File: config.mk
export PLATFORM = sky130hd
export DESIGN_NAME = central_europe_dst_flag
export DESIGN_NICKNAME = d
export VERILOG_FILES = /design/src/hw/rtl/cedst_pkg.sv /design/src/hw/rtl/cedst_date_split.sv /design/src/hw/rtl/central_europe_dst_flag.sv
export SDC_FILE = /design/constraint.sdc
export NUM_CORES = 2
export LEC_CHECK = 0
export ABC_AREA = 1
export BUFFER_PORTS_ARGS = -buffer_cell sky130_fd_sc_hd__buf_2
export CAP_MARGIN = 10
export CORE_MARGIN = 8
export CORE_UTILIZATION = 57
export DETAILED_ROUTE_END_ITERATION = 10
export GPL_ROUTABILITY_DRIVEN = 0
export PLACE_DENSITY = 0.76
export SLEW_MARGIN = 20
export SYNTH_ARGS = -nofsm -noshare
export SYNTH_HDL_FRONTEND = slang
export SYNTH_SLANG_ARGS = --single-unit
File: constraint.sdc
create_clock -name i_clk -period 5.59 [get_ports i_clk]
set_input_delay 0.2795 -clock i_clk [delete_from_list [all_inputs] [get_ports i_clk]]
set_output_delay 0.2795 -clock i_clk [all_outputs]
set_load 0.05 [all_outputs]
File: src/hw/rtl/cedst_pkg.sv
// Shared types and constants for the central European summer-time flag.
// Holds the reciprocal constants for the calendar split and the date record.
// No dependencies.
package cedst_pkg;

    localparam int unsigned TS_W        = 32;
    localparam int unsigned ZONE_W      = 5;
    localparam int unsigned YEAR_W      = 12;
    localparam int unsigned DAYS_W      = 16;
    localparam int unsigned SOD_W       = 17;
    localparam int unsigned HOUR_W      = 5;
    localparam int unsigned DOM_W       = 5;
    localparam int unsigned CYC_W       = 6;
    localparam int unsigned DOY_W       = 9;
    localparam int unsigned REM_W       = 11;
    localparam int unsigned HM_W        = 11;

    localparam int unsigned DAY_PRE_SHIFT = 7;
    localparam logic [25:0] DAYS_RECIP    = 26'd50903317;
    localparam int unsigned DAYS_RSHIFT   = 35;
    localparam logic [31:0] SECS_PER_DAY  = 32'd86400;
    localparam logic [15:0] HOUR_RECIP    = 16'd37283;
    localparam int unsigned HOUR_RSHIFT   = 27;

    localparam logic [15:0] EPOCH_OFFSET  = 16'd671;
    localparam logic [15:0] SKIP_DAY      = 16'd47541;
    localparam logic [15:0] CYCLE_DAYS    = 16'd1461;
    localparam logic [16:0] CYCLE_RECIP   = 17'd91868;
    localparam int unsigned CYCLE_RSHIFT  = 27;
    localparam logic [11:0] BASE_YEAR     = 12'd1968;
    localparam logic [10:0] YEAR_DAYS     = 11'd365;

    localparam logic [12:0] SEVEN_RECIP   = 13'd4682;
    localparam int unsigned SEVEN_RSHIFT  = 15;
    localparam logic [10:0] THRESH_BASE   = 11'd745;

    localparam logic signed [ZONE_W-1:0] ZONE_RESET = 5'sd1;

    // March-based month index, March first
    typedef enum logic [3:0] {
        MON_MAR, MON_APR, MON_MAY, MON_JUN, MON_JUL, MON_AUG,
        MON_SEP, MON_OCT, MON_NOV, MON_DEC, MON_JAN, MON_FEB
    } t_month;

    localparam logic [DOY_W-1:0] MONTH_START [12] = '{
        9'd0, 9'd31, 9'd61, 9'd92, 9'd122, 9'd153,
        9'd184, 9'd214, 9'd245, 9'd275, 9'd306, 9'd337
    };

    typedef struct packed {
        logic              valid;
        logic [YEAR_W-1:0] year;
        t_month            month;
        logic [DOM_W-1:0]  dom;
        logic [HOUR_W-1:0] hour;
    } t_date;

endpackage

File: src/hw/rtl/cedst_date_split.sv
// Pipelined split of a Unix seconds count into year, month, day and hour.
// Uses cedst_pkg; six register stages, one request per cycle.
// Dates after the end of February 2100 are shifted one day to keep a 4-year cycle.
module cedst_date_split (
    input  logic                      i_clk,
    input  logic                      i_rst_n,
    input  logic                      i_valid,
    input  logic [cedst_pkg::TS_W-1:0] i_unix_seconds,
    output cedst_pkg::t_date          o_date
);
    import cedst_pkg::*;

    logic [6:1] r_v;

    logic [TS_W-1:0]   r_t1;
    logic [DAYS_W-1:0] r_days;
    logic [SOD_W-1:0]  r_sod;
    logic [DAYS_W-1:0] r_e2;
    logic [HOUR_W-1:0] r_hour3;
    logic [CYC_W-1:0]  r_c3;
    logic [DAYS_W-1:0] r_e3;
    logic [HOUR_W-1:0] r_hour4;
    logic [REM_W-1:0]  r_rem4;
    logic [YEAR_W-1:0] r_ybase4;
    logic [HOUR_W-1:0] r_hour5;
    logic [DOY_W-1:0]  r_doy5;
    logic [YEAR_W-1:0] r_year5;
    logic [YEAR_W-1:0] r_year6;
    t_month            r_month6;
    logic [DOM_W-1:0]  r_dom6;
    logic [HOUR_W-1:0] r_hour6;

    logic [50:0]       n_days_prod;
    logic [DAYS_W-1:0] n_days;
    logic [TS_W-1:0]   n_sod_full;
    logic [DAYS_W-1:0] n_e;
    logic [32:0]       n_hour_prod;
    logic [32:0]       n_cyc_prod;
    logic [DAYS_W-1:0] n_rem_full;
    logic [YEAR_W-1:0] n_ybase;
    logic [1:0]        n_yoff;
    logic [REM_W-1:0]  n_doy_full;
    logic [3:0]        n_mcnt;
    t_month            n_month;
    logic [DOY_W-1:0]  n_dom_full;

    always_comb begin
        n_days_prod = 51'(i_unix_seconds[TS_W-1:DAY_PRE_SHIFT]) * 51'(DAYS_RECIP);
        n_days      = n_days_prod[DAYS_RSHIFT +: DAYS_W];
        n_sod_full  = r_t1 - 32'(r_days) * SECS_PER_DAY;
        n_e         = r_days + EPOCH_OFFSET + 16'(r_days >= SKIP_DAY);
        n_hour_prod = 33'(r_sod) * 33'(HOUR_RECIP);
        n_cyc_prod  = 33'(r_e2) * 33'(CYCLE_RECIP);
        n_rem_full  = r_e3 - 16'(r_c3) * CYCLE_DAYS;
        n_ybase     = BASE_YEAR + 12'({r_c3, 2'b00});
        n_yoff      = 2'(r_rem4 >= YEAR_DAYS) + 2'(r_rem4 >= 11'd730)
                    + 2'(r_rem4 >= 11'd1095);
        n_doy_full  = r_rem4 - 11'(n_yoff) * YEAR_DAYS;
    end

    always_comb begin
        n_mcnt = 4'd0;
        for (int k = 1; k < 12; k++) begin
            n_mcnt = n_mcnt + 4'(r_doy5 >= MONTH_START[k]);
        end
        n_month    = t_month'(n_mcnt);
        n_dom_full = r_doy5 - MONTH_START[n_mcnt] + 9'd1;
    end

    always_ff @(posedge i_clk) begin
        if (!i_rst_n) begin
            r_v <= '0;
        end else begin
            r_v <= {r_v[5:1], i_valid};
        end
    end

    always_ff @(posedge i_clk) begin
        r_t1     <= i_unix_seconds;
        r_days   <= n_days;
        r_sod    <= n_sod_full[SOD_W-1:0];
        r_e2     <= n_e;
        r_hour3  <= n_hour_prod[HOUR_RSHIFT +: HOUR_W];
        r_c3     <= n_cyc_prod[CYCLE_RSHIFT +: CYC_W];
        r_e3     <= r_e2;
        r_hour4  <= r_hour3;
        r_rem4   <= n_rem_full[REM_W-1:0];
        r_ybase4 <= n_ybase;
        r_hour5  <= r_hour4;
        r_doy5   <= n_doy_full[DOY_W-1:0];
        r_year5  <= r_ybase4 + 12'(n_yoff);
        r_year6  <= r_year5;
        r_month6 <= n_month;
        r_dom6   <= n_dom_full[DOM_W-1:0];
        r_hour6  <= r_hour5;
    end

    assign o_date = {r_v[6], r_year6, r_month6, r_dom6, r_hour6};

endmodule

File: src/hw/rtl/central_europe_dst_flag.sv
// Central European summer-time flag from a Unix seconds count.
// A request is registered in r_v0, passes through the date split and then r_v7 and r_v8; r_v8 drives o_result_valid.
// Throughput: one request per cycle, set by the 9-stage pipeline; busy stays low.
// Reset clears the pipeline valid bits and sets the zone offset to +1 hour.
// Depends on cedst_pkg and cedst_date_split.
module central_europe_dst_flag (
    input  logic                                  i_clk,
    input  logic                                  i_rst_n,
    input  logic                                  start,
    output logic                                  busy,
    input  logic [cedst_pkg::TS_W-1:0]            i_unix_seconds,
    output logic                                  o_result_valid,
    output logic                                  o_summer_time,
    input  logic                                  i_cfg_valid,
    output logic                                  o_cfg_ready,
    input  logic signed [cedst_pkg::ZONE_W-1:0]   i_zone_offset_hours
);
    import cedst_pkg::*;

    logic                     r_v0;
    logic [TS_W-1:0]          r_t0;
    logic signed [ZONE_W-1:0] r_zone;
    t_date                    date;

    logic                     r_v7;
    logic [YEAR_W-1:0]        r_w7;
    logic [9:0]               r_q7;
    logic [HM_W-1:0]          r_hm7;
    t_month                   r_month7;
    logic                     r_v8;
    logic                     r_flag8;

    logic [13:0]              n_y5;
    logic [24:0]              n_q_prod;
    logic [YEAR_W-1:0]        n_a_full;
    logic [2:0]               n_a;
    logic [2:0]               n_km;
    logic [2:0]               n_ko;
    logic [HM_W-1:0]          n_zone_ext;
    logic [HM_W-1:0]          n_th_mar;
    logic [HM_W-1:0]          n_th_oct;
    logic                     n_flag;

    assign busy        = 1'b0;
    assign o_cfg_ready = 1'b1;

    always_ff @(posedge i_clk) begin
        if (!i_rst_n) begin
            r_v0   <= 1'b0;
            r_v7   <= 1'b0;
            r_v8   <= 1'b0;
            r_zone <= ZONE_RESET;
        end else begin
            r_v0 <= start && !busy;
            r_v7 <= date.valid;
            r_v8 <= r_v7;
            if (i_cfg_valid && o_cfg_ready) begin
                r_zone <= i_zone_offset_hours;
            end
        end
    end

    cedst_date_split u_date (
        .i_clk          (i_clk),
        .i_rst_n        (i_rst_n),
        .i_valid        (r_v0),
        .i_unix_seconds (r_t0),
        .o_date         (date)
    );

    always_comb begin
        n_y5     = 14'(date.year) * 14'd5;
        n_q_prod = 25'(n_y5[13:2]) * 25'(SEVEN_RECIP);
    end

    always_comb begin
        n_a_full   = r_w7 - 12'(r_q7) * 12'd7;
        n_a        = n_a_full[2:0];
        n_km       = (n_a >= 3'd3) ? n_a - 3'd3 : n_a + 3'd4;
        n_ko       = (n_a == 3'd6) ? 3'd0 : n_a + 3'd1;
        n_zone_ext = {{(HM_W-ZONE_W){r_zone[ZONE_W-1]}}, r_zone};
        n_th_mar   = THRESH_BASE + n_zone_ext - 11'(n_km) * 11'd24;
        n_th_oct   = THRESH_BASE + n_zone_ext - 11'(n_ko) * 11'd24;
        priority if (r_month7 == MON_MAR) begin
            n_flag = (r_hm7 >= n_th_mar);
        end else if (r_month7 == MON_OCT) begin
            n_flag = (r_hm7 < n_th_oct);
        end else begin
            n_flag = (r_month7 > MON_MAR) && (r_month7 < MON_OCT);
        end
    end

    always_ff @(posedge i_clk) begin
        r_t0     <= i_unix_seconds;
        r_w7     <= n_y5[13:2];
        r_q7     <= n_q_prod[SEVEN_RSHIFT +: 10];
        r_hm7    <= 11'(date.dom) * 11'd24 + 11'(date.hour);
        r_month7 <= date.month;
        r_flag8  <= n_flag;
    end

    assign o_result_valid = r_v8;
    assign o_summer_time  = r_flag8;

endmodule
==> summary.txt <==
Floorplanning
  • Die X: 254 um
  • Die area: 0.0646 sq mm
  • Core area: 0.0563 sq mm
  • Die Y: 254 um
  • I/O Pins: 45
  • Row cnt: 87
  • Initial Utilization: 0.575

Timing
  • Setup_tns: 0 ps
  • RSZ-0062 raised after global routing: yes
  • Hold slack: 34.1 ps
  • Max transition margin: 0.594
  • FMAX: 183 MHz
  • Setup violators final: 0
  • Worst-margin pin slew: 605 ps
  • Final hold vios: 0
  • Tcrit/Tclk final: 0.978
  • Skew final: 21.4 ps
  • Min Clock Period, post-route: 5470 ps
  • Final slew viol count: 0

Route
  • Remaining DRCs: 0
  • Vias: 24.0k
  • Detailed Route Iter0 Violations: 1199
  • DRT antenna net count: 0
  • Routed Wire Length: 70700 um
  • Avg WL per Cell: 15.4 um
  • Vias per inst: 5.21
  • DR pass1 iterations: 6

Synthesis
  • Area leader, netlist: ha_1
  • Ys flop type: dfxtp_1
  • EDFF count, synth: 0
  • Distinct cells, synth: 52
  • Post-synth top cells: inv_1 (929), ha_1 (764), nand2_1 (449)
  • Fraction of registers with async set/reset: 0
  • Most frequent cell after synthesis: inv_1
  • Seq/Total Area, Yosys: 0.143
  • Yosys reg bits: 231
  • Top-area cell type share of the netlist area: 0.296
  • Post-synthesis cell area: 0.0323 sq mm
  • Synth area leaders: ha_1 (30%), fa_1 (24%), dfxtp_1 (14%), inv_1 (11%), nand2_1 (5.2%)
  • Yosys warnings: 0
  • Mapped Cells: 3665
  • Mapped Avg Cell Area: 8.82 sq um

Clocking
  • Clock sink count: 231
  • Worst skew pair latency: 590 ps
  • CTS tree: done
  • Clock buffer depth: 3
  • H-tree level count: 1
  • Clock transition at path regs: 70 ps
  • Total CTS buffers: 28
  • Root Driver: clkbuf_16

Hold path
  • Worst hold path class: input pin to flop

GRT
  • GRT Total Usage: 0.225
  • Global-route wire length before repair: 119000 um
  • Total gr overflow: 0
  • Initial antenna violation count: 0
  • Number of global-route vias before repair: 25.3k
  • Pin count of the biggest net entering global routing: 16

Layout
  • Share of cells above drive strength 1: 0.0700
  • ANT cells: 0
  • # fillers: 4637
  • Fin nets: 5015
  • Final Util: 0.630
  • Area Overhead vs Synth: 9.71%
  • Fin cells: 4597

Placement
  • PortBufs: 42
  • Hpwl dp: 60600 um
  • Placed Instances: 4501

Worst setup path
  • Most used cell, CP: fa_1
  • CP max FO: 4
  • Critical Path RT: 6050 ps
  • Crit Path Class: flop to flop
  • CP bufs+invs: 6
  • Worst Setup End Kind: flop
  • Arrival time at the worst endpoint: 5920 ps
  • Slowest CP cell: fa_1
  • CP delay by family, top: adder cells
  • Worst Setup Start Kind: flop
  • CP peak stage delay: 560 ps
  • Critical Path, Cell by Cell: buf_4 > ha_1 > fa_1 > inv_1 > fa_1 > fa_1 > inv_1 > fa_1 > inv_1 > fa_1 > inv_1 > fa_1 > ha_4 > nand2_2 > nor4_2 > inv_1 > nor2_1 > nor2_1 > nand3_1 > nand2_1

Job
  • Max Cap Violations: 0

Run status
  • Status: complete, no violations
timing repair:
action                     CTS  global route
hold buffers                40             0
hold endpoints to repair    38             0
pin swaps                    0            20
setup endpoints to repair    2            21
buffers inserted             0             4
gates resized for setup      1           105
registers in the layout, indices dropped and copies added (netlist names), 16 cells and up:
name	count
u_date.r_t1	17
u_date.r_days	16
u_date.r_sod	17
u_date.r_e2	16
r_t0	32
final timing paths:
path,start,depth (start not counted),slack [ps],endpoint
hold reg to reg,u_date.r_ybase4[6],0,320,u_date.r_year5[6]
setup reg to reg,r_t0[23],20,120,u_date.r_days[1]
hold / removal,i_rst_n,3,30,u_date.r_v[6]
setup / recovery,r_t0[23],20,120,u_date.r_days[1]
logic make-up after synthesis:
logic type / share of synthesized area
other: 0.000232
buffers and inverters: 0.109
XOR/XNOR: 0.0284
flip-flops: 0.143
AND/OR/NAND/NOR: 0.114
adder cells (fa/ha/maj): 0.538
AO/OA/AOI/OAI: 0.0682
through the flow:
| step | instance area, sq um | setup slack [ps] |
|---|---|---|
| after global routing | 35500 | -72.5 |
| after CTS | 35100 | 31.9 |
| final | 35500 | 125 |
| after floorplan | 32300 | 318 |
| after global placement | 33800 | 78.6 |
| after detailed placement | 33800 | -8.38 |
cells in the final DEF, fill, tap and decap left out, types with 12 or more instances in the layout:
| cell | instances |
|---|---|
| a21o_1 | 20 |
| a21oi_1 | 163 |
| a21oi_2 | 19 |
| a31oi_1 | 16 |
| buf_2 | 42 |
| buf_4 | 43 |
| clkbuf_16 | 28 |
| dfxtp_1 | 218 |
| dfxtp_2 | 12 |
| dlygate4sd3_1 | 40 |
| fa_1 | 390 |
| ha_1 | 752 |
| inv_1 | 927 |
| nand2_1 | 439 |
| nand2_2 | 26 |
| nand3_1 | 112 |
| nand4_1 | 37 |
| nor2_1 | 138 |
| nor2_2 | 23 |
| nor3_1 | 26 |
| o211ai_1 | 12 |
| o21ai_0 | 83 |
| o21ai_1 | 20 |
| o21bai_1 | 17 |
| xnor2_1 | 41 |
| xor2_1 | 62 |
per-layer routing:
| layer | GRT usage | part of all wire | wire (um) | vias to the layer above |
|---|---|---|---|---|
| li1 | - | - | - | 11900 |
| met1 | 0.276 | 0.42 | 30000 | 11300 |
| met2 | 0.398 | 0.48 | 34000 | 597 |
| met3 | 0.0315 | 0.053 | 3780 | 193 |
| met4 | 0.0869 | 0.042 | 3010 | 0 |
| met5 | 0 | 0 | 0 | - |
worst reg2reg max path, delay by kind of cell, from the launching register on:
| family | cells | cell delay [ps] |
|---|---|---|
| fa+ha+maj | 8 | 3680 |
| simple gates | 6 | 820 |
| buf+inv | 6 | 490 |
| flops | 1 | 350 |
layout make-up:
| class | instances | area [sq um] | share of cell area |
|---|---|---|---|
| inverter | 934 | 3510 | 0.0988 |
| sequential | 231 | 4640 | 0.131 |
| clock buffer | 33 | 739 | 0.0208 |
| clock inverter | 19 | 216 | 0.00610 |
| tap | 756 | 946 | 0.0267 |
| multi-input combinational | 2499 | 24500 | 0.690 |
| timing repair buffer | 125 | 933 | 0.0263 |
Power is not shown: default switching activity piles up to over one toggle a cycle in this logic, so the estimate is an artifact.
